### src/sv/block_chain_allocation_table_core_assert.svh
// Assertion macros shared by the RTL files.
`ifndef BLOCK_CHAIN_ALLOCATION_TABLE_CORE_ASSERT_SVH
`define BLOCK_CHAIN_ALLOCATION_TABLE_CORE_ASSERT_SVH

`ifndef SYNTHESIS

`define BCAT_ASSERT_IMP(label, clk, rstn, ante, cons, msg) \
    label: assert property (@(posedge clk) disable iff (!(rstn)) (ante) |-> (cons)) \
        else $error(msg);

`define BCAT_ASSERT_NXT(label, clk, rstn, ante, cons, msg) \
    label: assert property (@(posedge clk) disable iff (!(rstn)) (ante) |=> (cons)) \
        else $error(msg);

`else

`define BCAT_ASSERT_IMP(label, clk, rstn, ante, cons, msg)

`define BCAT_ASSERT_NXT(label, clk, rstn, ante, cons, msg)

`endif

`endif

### src/sv/bcat_pkg.sv
package bcat_pkg;

    localparam int NUM_BLOCKS_DEF = 256;

    typedef enum logic [1:0] {
        TAG_FREE = 2'd0,
        TAG_RSVD = 2'd1,
        TAG_END  = 2'd2,
        TAG_LINK = 2'd3
    } tag_t;

    typedef enum logic [1:0] {
        FUNC_ALLOC  = 2'd0,
        FUNC_EXTEND = 2'd1,
        FUNC_SEEK   = 2'd2,
        FUNC_FREE   = 2'd3
    } func_t;

    typedef enum logic [2:0] {
        CUR_HOLD,
        CUR_ZERO,
        CUR_HEAD,
        CUR_INC,
        CUR_NEXT
    } cur_op_t;

    typedef enum logic [1:0] {
        RES_CUR,
        RES_HEAD,
        RES_FBLK,
        RES_ZERO
    } res_sel_t;

    typedef struct packed {
        logic     load_in;
        cur_op_t  cur_op;
        logic     n_clr;
        logic     n_inc;
        logic     fblk_load;
        logic     wr_en;
        tag_t     wr_tag;
        logic     res_load;
        res_sel_t res_sel;
        logic     res_full;
        logic     out_load;
    } bcat_cmd_t;

    typedef struct packed {
        func_t func;
        tag_t  tag;
        logic  cur_last;
        logic  n_below_total;
        logic  n_below_steps;
        logic  n_last;
        logic  head_ok;
        logic  head_is_cur;
        logic  out_free;
    } bcat_stat_t;

endpackage

### src/sv/bcat_datapath.sv
`include "block_chain_allocation_table_core_assert.svh"

module bcat_datapath #(
    parameter int NUM_BLOCKS = bcat_pkg::NUM_BLOCKS_DEF
) (
    input  logic                  aclk,
    input  logic                  aresetn,
    input  bcat_pkg::bcat_cmd_t   cmd,
    output bcat_pkg::bcat_stat_t  stat,
    input  logic [15:0]           s_tdata,   // head_block[7:0], step_count[15:8]
    input  logic [1:0]            s_tuser,   // func[1:0]
    output logic                  m_tvalid,
    input  logic                  m_tready,
    output logic [7:0]            m_tdata,   // block_index[7:0]
    output logic                  m_tuser    // status[0]
);
    import bcat_pkg::*;

    localparam int IW = $clog2(NUM_BLOCKS);
    localparam int NW = IW + 1;
    localparam int EW = IW + 2;

    logic [EW-1:0] mem [NUM_BLOCKS];
    logic [EW-1:0] rd_reg;

    logic [IW-1:0] cur_reg, cur_next;
    logic [NW-1:0] n_reg;
    logic [IW-1:0] fblk_reg;
    func_t         func_reg;
    logic [7:0]    head_reg;
    logic [7:0]    steps_reg;
    logic [7:0]    res_reg;
    logic          full_reg;
    logic          m_valid_reg;
    logic [7:0]    m_data_reg;
    logic          m_status_reg;

    logic [IW-1:0] rd_next;
    logic [IW-1:0] wr_next;
    logic [7:0]    res_next;

    assign rd_next = rd_reg[IW-1:0];
    assign wr_next = (cmd.wr_tag == TAG_LINK) ? fblk_reg : '0;

    always_ff @(posedge aclk) begin
        if (cmd.wr_en) begin
            mem[cur_reg] <= {cmd.wr_tag, wr_next};
        end
        rd_reg <= mem[cur_reg];
    end

    always_comb begin
        case (cmd.cur_op)
            CUR_ZERO: cur_next = '0;
            CUR_HEAD: cur_next = IW'(head_reg);
            CUR_INC:  cur_next = cur_reg + IW'(1);
            CUR_NEXT: cur_next = rd_next;
            default:  cur_next = cur_reg;
        endcase
    end

    always_comb begin
        case (cmd.res_sel)
            RES_CUR:  res_next = 8'(cur_reg);
            RES_HEAD: res_next = head_reg;
            RES_FBLK: res_next = 8'(fblk_reg);
            default:  res_next = 8'd0;
        endcase
    end

    always_ff @(posedge aclk) begin
        if (!aresetn) begin
            cur_reg     <= '0;
            m_valid_reg <= 1'b0;
        end else begin
            cur_reg <= cur_next;
            if (cmd.out_load) begin
                m_valid_reg <= 1'b1;
            end else if (m_tready) begin
                m_valid_reg <= 1'b0;
            end
        end
    end

    always_ff @(posedge aclk) begin
        if (cmd.load_in) begin
            func_reg  <= func_t'(s_tuser);
            head_reg  <= s_tdata[7:0];
            steps_reg <= s_tdata[15:8];
        end
        if (cmd.n_clr) begin
            n_reg <= '0;
        end else if (cmd.n_inc) begin
            n_reg <= n_reg + NW'(1);
        end
        if (cmd.fblk_load) begin
            fblk_reg <= cur_reg;
        end
        if (cmd.res_load) begin
            res_reg  <= res_next;
            full_reg <= cmd.res_full;
        end
        if (cmd.out_load) begin
            m_data_reg   <= res_reg;
            m_status_reg <= full_reg;
        end
    end

    assign stat.func          = func_reg;
    assign stat.tag           = tag_t'(rd_reg[EW-1 -: 2]);
    assign stat.cur_last      = (cur_reg == IW'(NUM_BLOCKS - 1));
    assign stat.n_below_total = (32'(n_reg) < 32'(NUM_BLOCKS));
    assign stat.n_below_steps = (32'(n_reg) < 32'(steps_reg));
    assign stat.n_last        = (32'(n_reg) == 32'(NUM_BLOCKS - 1));
    assign stat.head_ok       = (32'(head_reg) < 32'(NUM_BLOCKS));
    assign stat.head_is_cur   = (IW'(head_reg) == cur_reg);
    assign stat.out_free      = !m_valid_reg || m_tready;

    assign m_tvalid = m_valid_reg;
    assign m_tdata  = m_data_reg;
    assign m_tuser  = m_status_reg;

    `BCAT_ASSERT_IMP(a_full_zero_index, aclk, aresetn, m_valid_reg && m_status_reg, m_data_reg == 8'd0, "full result with nonzero index")
    `BCAT_ASSERT_NXT(a_out_held, aclk, aresetn, m_valid_reg && !m_tready && !cmd.out_load, m_valid_reg, "result dropped while stalled")
    `BCAT_ASSERT_IMP(a_link_target_in_table, aclk, aresetn, cmd.wr_en && cmd.wr_tag == TAG_LINK, 32'(fblk_reg) < 32'(NUM_BLOCKS), "link target outside table")

endmodule

### src/sv/bcat_ctrl.sv
`include "block_chain_allocation_table_core_assert.svh"

module bcat_ctrl (
    input  logic                  aclk,
    input  logic                  aresetn,
    input  logic                  s_tvalid,
    output logic                  s_tready,
    input  bcat_pkg::bcat_stat_t  stat,
    output bcat_pkg::bcat_cmd_t   cmd
);
    import bcat_pkg::*;

    typedef enum logic [3:0] {
        ST_CLEAR,
        ST_IDLE,
        ST_DISPATCH,
        ST_SCAN_RD,
        ST_SCAN_EV,
        ST_EXT_RD,
        ST_EXT_EV,
        ST_SEEK_RD,
        ST_SEEK_EV,
        ST_FREE_RD,
        ST_FREE_EV,
        ST_RESP
    } state_t;

    state_t state_reg, state_next;

    always_ff @(posedge aclk) begin
        if (!aresetn) begin
            state_reg <= ST_CLEAR;
        end else begin
            state_reg <= state_next;
        end
    end

    assign s_tready = (state_reg == ST_IDLE);

    always_comb begin
        state_next    = state_reg;
        cmd           = '0;
        cmd.cur_op    = CUR_HOLD;
        cmd.wr_tag    = TAG_FREE;
        cmd.res_sel   = RES_ZERO;
        unique case (state_reg)
            ST_CLEAR: begin
                cmd.wr_en  = 1'b1;
                cmd.wr_tag = TAG_FREE;
                if (stat.cur_last) begin
                    state_next = ST_IDLE;
                end else begin
                    cmd.cur_op = CUR_INC;
                end
            end
            ST_IDLE: begin
                if (s_tvalid) begin
                    cmd.load_in = 1'b1;
                    state_next  = ST_DISPATCH;
                end
            end
            ST_DISPATCH: begin
                unique case (stat.func)
                    FUNC_ALLOC, FUNC_EXTEND: begin
                        cmd.cur_op = CUR_ZERO;
                        state_next = ST_SCAN_RD;
                    end
                    FUNC_SEEK: begin
                        if (stat.head_ok) begin
                            cmd.cur_op = CUR_HEAD;
                            cmd.n_clr  = 1'b1;
                            state_next = ST_SEEK_RD;
                        end else begin
                            cmd.res_load = 1'b1;
                            cmd.res_sel  = RES_HEAD;
                            state_next   = ST_RESP;
                        end
                    end
                    default: begin
                        if (stat.head_ok) begin
                            cmd.cur_op = CUR_HEAD;
                            cmd.n_clr  = 1'b1;
                            state_next = ST_FREE_RD;
                        end else begin
                            cmd.res_load = 1'b1;
                            cmd.res_sel  = RES_ZERO;
                            state_next   = ST_RESP;
                        end
                    end
                endcase
            end
            ST_SCAN_RD: state_next = ST_SCAN_EV;
            ST_SCAN_EV: begin
                if (stat.tag == TAG_FREE) begin
                    cmd.wr_en     = 1'b1;
                    cmd.fblk_load = 1'b1;
                    if (stat.func == FUNC_ALLOC) begin
                        cmd.wr_tag   = TAG_RSVD;
                        cmd.res_load = 1'b1;
                        cmd.res_sel  = RES_CUR;
                        state_next   = ST_RESP;
                    end else begin
                        cmd.wr_tag = TAG_END;
                        if (stat.head_ok && !stat.head_is_cur) begin
                            cmd.cur_op = CUR_HEAD;
                            cmd.n_clr  = 1'b1;
                            state_next = ST_EXT_RD;
                        end else begin
                            cmd.res_load = 1'b1;
                            cmd.res_sel  = RES_CUR;
                            state_next   = ST_RESP;
                        end
                    end
                end else if (stat.cur_last) begin
                    cmd.res_load = 1'b1;
                    cmd.res_sel  = RES_ZERO;
                    cmd.res_full = 1'b1;
                    state_next   = ST_RESP;
                end else begin
                    cmd.cur_op = CUR_INC;
                    state_next = ST_SCAN_RD;
                end
            end
            ST_EXT_RD: state_next = ST_EXT_EV;
            ST_EXT_EV: begin
                if (stat.n_below_total && stat.tag == TAG_LINK) begin
                    cmd.cur_op = CUR_NEXT;
                    cmd.n_inc  = 1'b1;
                    state_next = ST_EXT_RD;
                end else begin
                    cmd.wr_en    = 1'b1;
                    cmd.wr_tag   = TAG_LINK;
                    cmd.res_load = 1'b1;
                    cmd.res_sel  = RES_FBLK;
                    state_next   = ST_RESP;
                end
            end
            ST_SEEK_RD: state_next = ST_SEEK_EV;
            ST_SEEK_EV: begin
                if (stat.n_below_steps && stat.n_below_total && stat.tag == TAG_LINK) begin
                    cmd.cur_op = CUR_NEXT;
                    cmd.n_inc  = 1'b1;
                    state_next = ST_SEEK_RD;
                end else begin
                    cmd.res_load = 1'b1;
                    cmd.res_sel  = RES_CUR;
                    state_next   = ST_RESP;
                end
            end
            ST_FREE_RD: state_next = ST_FREE_EV;
            ST_FREE_EV: begin
                cmd.wr_en  = 1'b1;
                cmd.wr_tag = TAG_FREE;
                if (stat.tag == TAG_LINK && !stat.n_last) begin
                    cmd.cur_op = CUR_NEXT;
                    cmd.n_inc  = 1'b1;
                    state_next = ST_FREE_RD;
                end else begin
                    cmd.res_load = 1'b1;
                    cmd.res_sel  = RES_ZERO;
                    state_next   = ST_RESP;
                end
            end
            ST_RESP: begin
                if (stat.out_free) begin
                    cmd.out_load = 1'b1;
                    state_next   = ST_IDLE;
                end
            end
            default: state_next = ST_CLEAR;
        endcase
    end

    `BCAT_ASSERT_IMP(a_load_needs_slot, aclk, aresetn, cmd.out_load, stat.out_free, "output loaded while occupied")
    `BCAT_ASSERT_NXT(a_busy_after_accept, aclk, aresetn, s_tvalid && s_tready, !s_tready, "request accepted while busy")
    `BCAT_ASSERT_IMP(a_seek_read_only, aclk, aresetn, state_reg == ST_SEEK_RD || state_reg == ST_SEEK_EV, !cmd.wr_en, "table written during seek")

endmodule

### src/sv/block_chain_allocation_table_core.sv
// A request walks the table entry by entry (free-block scan and extend, seek or free
// walks) between request accept and m_tvalid.
// Throughput: one request at a time; the next is taken once the result is registered.
// Walk speed is set by the single table read port: each entry is read (registered read), then evaluated.
// Reset: synchronous active low; a clearing pass marks every entry free, and no
// request is taken until it completes.
module block_chain_allocation_table_core #(
    parameter int NUM_BLOCKS = bcat_pkg::NUM_BLOCKS_DEF
) (
    input  logic        aclk,
    input  logic        aresetn,
    input  logic        s_tvalid,
    output logic        s_tready,
    input  logic [15:0] s_tdata,   // head_block[7:0], step_count[15:8]
    input  logic [1:0]  s_tuser,   // func[1:0]
    output logic        m_tvalid,
    input  logic        m_tready,
    output logic [7:0]  m_tdata,   // block_index[7:0]
    output logic        m_tuser    // status[0]
);
    import bcat_pkg::*;

    bcat_cmd_t  cmd;
    bcat_stat_t stat;

    bcat_ctrl u_ctrl (
        .aclk     (aclk),
        .aresetn  (aresetn),
        .s_tvalid (s_tvalid),
        .s_tready (s_tready),
        .stat     (stat),
        .cmd      (cmd)
    );

    bcat_datapath #(
        .NUM_BLOCKS (NUM_BLOCKS)
    ) u_datapath (
        .aclk     (aclk),
        .aresetn  (aresetn),
        .cmd      (cmd),
        .stat     (stat),
        .s_tdata  (s_tdata),
        .s_tuser  (s_tuser),
        .m_tvalid (m_tvalid),
        .m_tready (m_tready),
        .m_tdata  (m_tdata),
        .m_tuser  (m_tuser)
    );

endmodule
### config.mk
export PLATFORM = sky130hd
export DESIGN_NAME = block_chain_allocation_table_core
export DESIGN_NICKNAME = d
export VERILOG_FILES = /design/src/sv/bcat_pkg.sv /design/src/sv/bcat_datapath.sv /design/src/sv/bcat_ctrl.sv /design/src/sv/block_chain_allocation_table_core.sv
export VERILOG_INCLUDE_DIRS = /design/src /design/src/sv
export SDC_FILE = /design/constraint.sdc
export NUM_CORES = 2
export LEC_CHECK = 0
export ABC_CLOCK_PERIOD_IN_PS = 29700
export BUFFER_PORTS_ARGS = -buffer_cell sky130_fd_sc_hd__buf_2
export CORE_MARGIN = 1.5
export CORE_UTILIZATION = 31
export CTS_CLUSTER_SIZE = 40
export DETAILED_ROUTE_END_ITERATION = 7
export PLACE_DENSITY_LB_ADDON = 0.3
export SYNTH_ARGS = -nofsm -noshare
export SYNTH_HDL_FRONTEND = slang
export SYNTH_SLANG_ARGS = --single-unit
### constraint.sdc
create_clock -name aclk -period 29.7 [get_ports aclk]
set_input_delay 1.485 -clock aclk [delete_from_list [all_inputs] [get_ports aclk]]
set_output_delay 1.485 -clock aclk [all_outputs]
set_load 0.02 [all_outputs]
==> results_dict.tcl <==
set metrics [dict create \
    final.setup.tns_ns 0 \
    netlist_area_sq_mm 0.102 \
    skew_ns 0.0487 \
    worstHoldStart "u_datapath.res_reg[4]" \
    synth_edf_count 2604 \
    cts-root-buf "clkbuf_16" \
    synthArstFlopShare_pct 0 \
    rr_startpoint "u_datapath.cur_reg[0]" \
    worstReg2RegEnd "u_datapath.rd_reg[9]" \
    pin_count 33 \
    period_minus_slack_ns 5.99 \
    yosysWarnings 0 \
    setup-violations-final 0 \
    dpl.cell_count 8883 \
    grt_pass1_wl_microns 397000 \
    cp_max_fo 35 \
    drt-initial-drc-count 6167 \
    vdd_drop_max_uv 40.6 \
    dieArea_sq_mm 0.333 \
    numCtsBuffers 281 \
    core_sq_mm 0.328 \
    crit_required_ns 30.43 \
    globalplace.congestion 0.874 \
    grt_use_total_pct 16.9 \
    tightestPinTransition_ns 1.52 \
    ant_nets 0 \
    nFillCells 29987 \
    finalMaxSlewViolations 20 \
    power_w 0.00778 \
    relSlewSlack_pct -1.27 \
    synthToLayoutAreaGrowth_pct 14.6 \
    hold-path-endpoint "u_datapath.m_tdata[4]" \
    antenna_found_initial 22 \
    synth.ff_latch_count 2636 \
    synth_cells 4579 \
    hp-class "reg -> reg" \
    ys_seq_area_share_pct 77.2 \
    synth_nets 4614 \
    die_h_microns 577 \
    cts_resized 0 \
    grt_max_degree 257 \
    post-cts-setup-buffers 0 \
    grt_setup_unrepaired "no" \
    p_per_area_mw_per_mm2 66.5 \
    nets 4856 \
    vias 49046 \
    yosys_most_used_dff "edfxtp_1" \
    wirelength_microns 285000 \
    cap_violations 0 \
    start_util_pct 31.2 \
    htreeDepth 5 \
    overflow 0 \
    finalNonFillerCells 9392 \
    finalHoldViolations 0 \
    clock.fmax_mhz 167 \
    cts_buffer_depth 4 \
    drive_above_1_share_pct 27.5 \
    finalCritPeriodShare_pct 20.2 \
    worstSkewPairLatency_ns 0.85 \
    ys_types 55 \
    cts_tree "built" \
    drc 0 \
    status "finished with violations" \
    timing.hold.worst_path_depth 0 \
    die_w_microns 577 \
    violations "slew limit" \
    cts_num_sinks 2636 \
    synth.avg_cell_area_sq_um 22.3 \
    largest_reg_flops 2560 \
    firstDrtPassIters 6 \
    worstRegToRegCells 9 \
    hpwl_microns 173000 \
    grt_pass1_vias 49434 \
    r2r_slack_ns 23.71 \
    worstPathArrival_ns 6.72 \
    p_leak_nw 36.0 \
    io_buffers 32 \
    viasPerCell 5.22 \
    start_kind "register" \
    path_class "reg -> reg" \
    hold_buffers 0 \
    endpoint_kind "register" \
    wl_per_cell_microns 30.3 \
    rows 210 \
    clk_pin_slew_ns 0.06 \
]
==> per-stage QoR <==
step | hold WS, ns | util (%) | setup WS, ns | area, sq um
after global routing | 0.422 | 35.7 | 23.26 | 117000
after detailed placement | 0.407 | 33.0 | 23.49 | 108000
after global placement | 0.411 | 33.0 | 23.51 | 108000
after CTS | 0.420 | 35.7 | 23.47 | 117000
after floorplan | 0.400 | - | 16.09 | 102000
final | 0.417 | 35.7 | 23.71 | 117000
==> cell usage in the layout, fill, tap and decap left out, types with 11 or more instances in the layout <==
cell type | netlist | final
nor4_1 | 13 | 11
clkbuf_1 | 97 | 41
mux2i_1 | 125 | 125
dfxtp_1 | 32 | 26
nand2_1 | 132 | 123
a22oi_1 | 22 | 22
nand3_1 | 34 | 27
inv_6 | 0 | 11
mux4_2 | 730 | 730
clkinv_2 | 0 | 49
ha_1 | 13 | 13
bufinv_16 | 0 | 25
nor2b_1 | 13 | 12
a21oi_1 | 42 | 41
a22o_1 | 11 | 11
edfxtp_1 | 2604 | 2604
o21ai_0 | 16 | 16
buf_4 | 34 | 165
clkinv_1 | 1 | 64
buf_2 | 67 | 32
clkbuf_16 | 0 | 286
inv_1 | 18 | 18
diode_2 | 0 | 12
nor2_1 | 306 | 302
nand4_1 | 15 | 15
o22ai_1 | 40 | 39
nor3_1 | 26 | 20
==> worst max-delay path by stage <==
| stage | startpoint | end | slack [ns] | cells past startpoint |
|---|---|---|---|---|
| after floorplan | u_ctrl.state_reg[3] | u_datapath.mem[0][8] | 16.09 | 3 |
| after global placement | u_datapath.cur_reg[0] | u_datapath.rd_reg[9] | 23.51 | 9 |
| after detailed placement | u_datapath.cur_reg[0] | u_datapath.rd_reg[9] | 23.49 | 9 |
| after CTS | u_datapath.cur_reg[0] | u_datapath.rd_reg[9] | 23.47 | 9 |
| after global routing | u_datapath.cur_reg[0] | u_datapath.rd_reg[9] | 23.26 | 9 |
| final | u_datapath.cur_reg[0] | u_datapath.rd_reg[9] | 23.71 | 9 |
==> per-layer routing <==
| metal | vias to the layer above | wire [microns] | global-route usage [%] |
|---|---|---|---|
| met3 | 407 | 24100 | 3.79 |
| met2 | 2142 | 133000 | 26.5 |
| met1 | 26640 | 118000 | 23.3 |
| li1 | 19851 | - | - |
| met5 | - | 34 | 0 |
| met4 | 6 | 9460 | 5.48 |
==> where the power goes <==
group	internal [W]	switching, W
combinational	0.000113	0.000167
sequential	0.00403	0.0000194
clock	0.00199	0.00146
==> Yosys cell counts (11+ instances only) <==
cell	instances	share of area, %
edfxtp_1	2604	77
mux4_2	730	16
nor2_1	306	1.1
nand2_1	132	0.49
mux2i_1	125	1.2
clkbuf_1	97	0.36
buf_2	67	0.33
a21oi_1	42	0.21
o22ai_1	40	0.24
buf_4	34	0.25
nand3_1	34	0.17
dfxtp_1	32	0.63
buf_1	27	0.099
nor3_1	26	0.13
a22oi_1	22	0.16
buf_6	21	0.23
inv_1	18	0.066
o21ai_0	16	0.078
nand4_1	15	0.092
and3_1	14	0.086
ha_1	13	0.16
nor2b_1	13	0.080
nor4_1	13	0.080
a22o_1	11	0.094
==> area by class of cell <==
type	count	area, sq um	share of cell area, %
flip-flops and latches	2636	78900	67.4
multi-input cells	1678	22100	18.9
clock buffers	328	7320	6.26
well taps	4346	5440	4.65
clock inverters	168	1600	1.37
repair buffers	205	1560	1.33
inverters	19	78.8	0.0674
diodes	12	30.0	0.0257
==> kinds of logic after synthesis <==
| family | count (synthesis) | synth area share (%) |
|---|---|---|
| flip-flops | 2636 | 77.2 |
| multiplexers | 858 | 17.4 |
| AND/OR/NAND/NOR | 593 | 2.50 |
| buffers and inverters | 265 | 1.34 |
| AO/OA/AOI/OAI | 201 | 1.37 |
| XOR/XNOR | 13 | 0.111 |
| adder cells (fa/ha/maj) | 13 | 0.159 |
==> critical path, cell delays in order, from the launching register on <==
cell and delay, ns:
dfxtp_4 0.76, buf_4 0.74, buf_4 0.65, buf_4 0.61
buf_4 0.69, mux4_2 0.60, mux4_2 0.53, a211oi_1 0.65
a2111oi_0 0.14, or3_1 0.34
No activity file was read; power rests on OpenSTA's default activity.
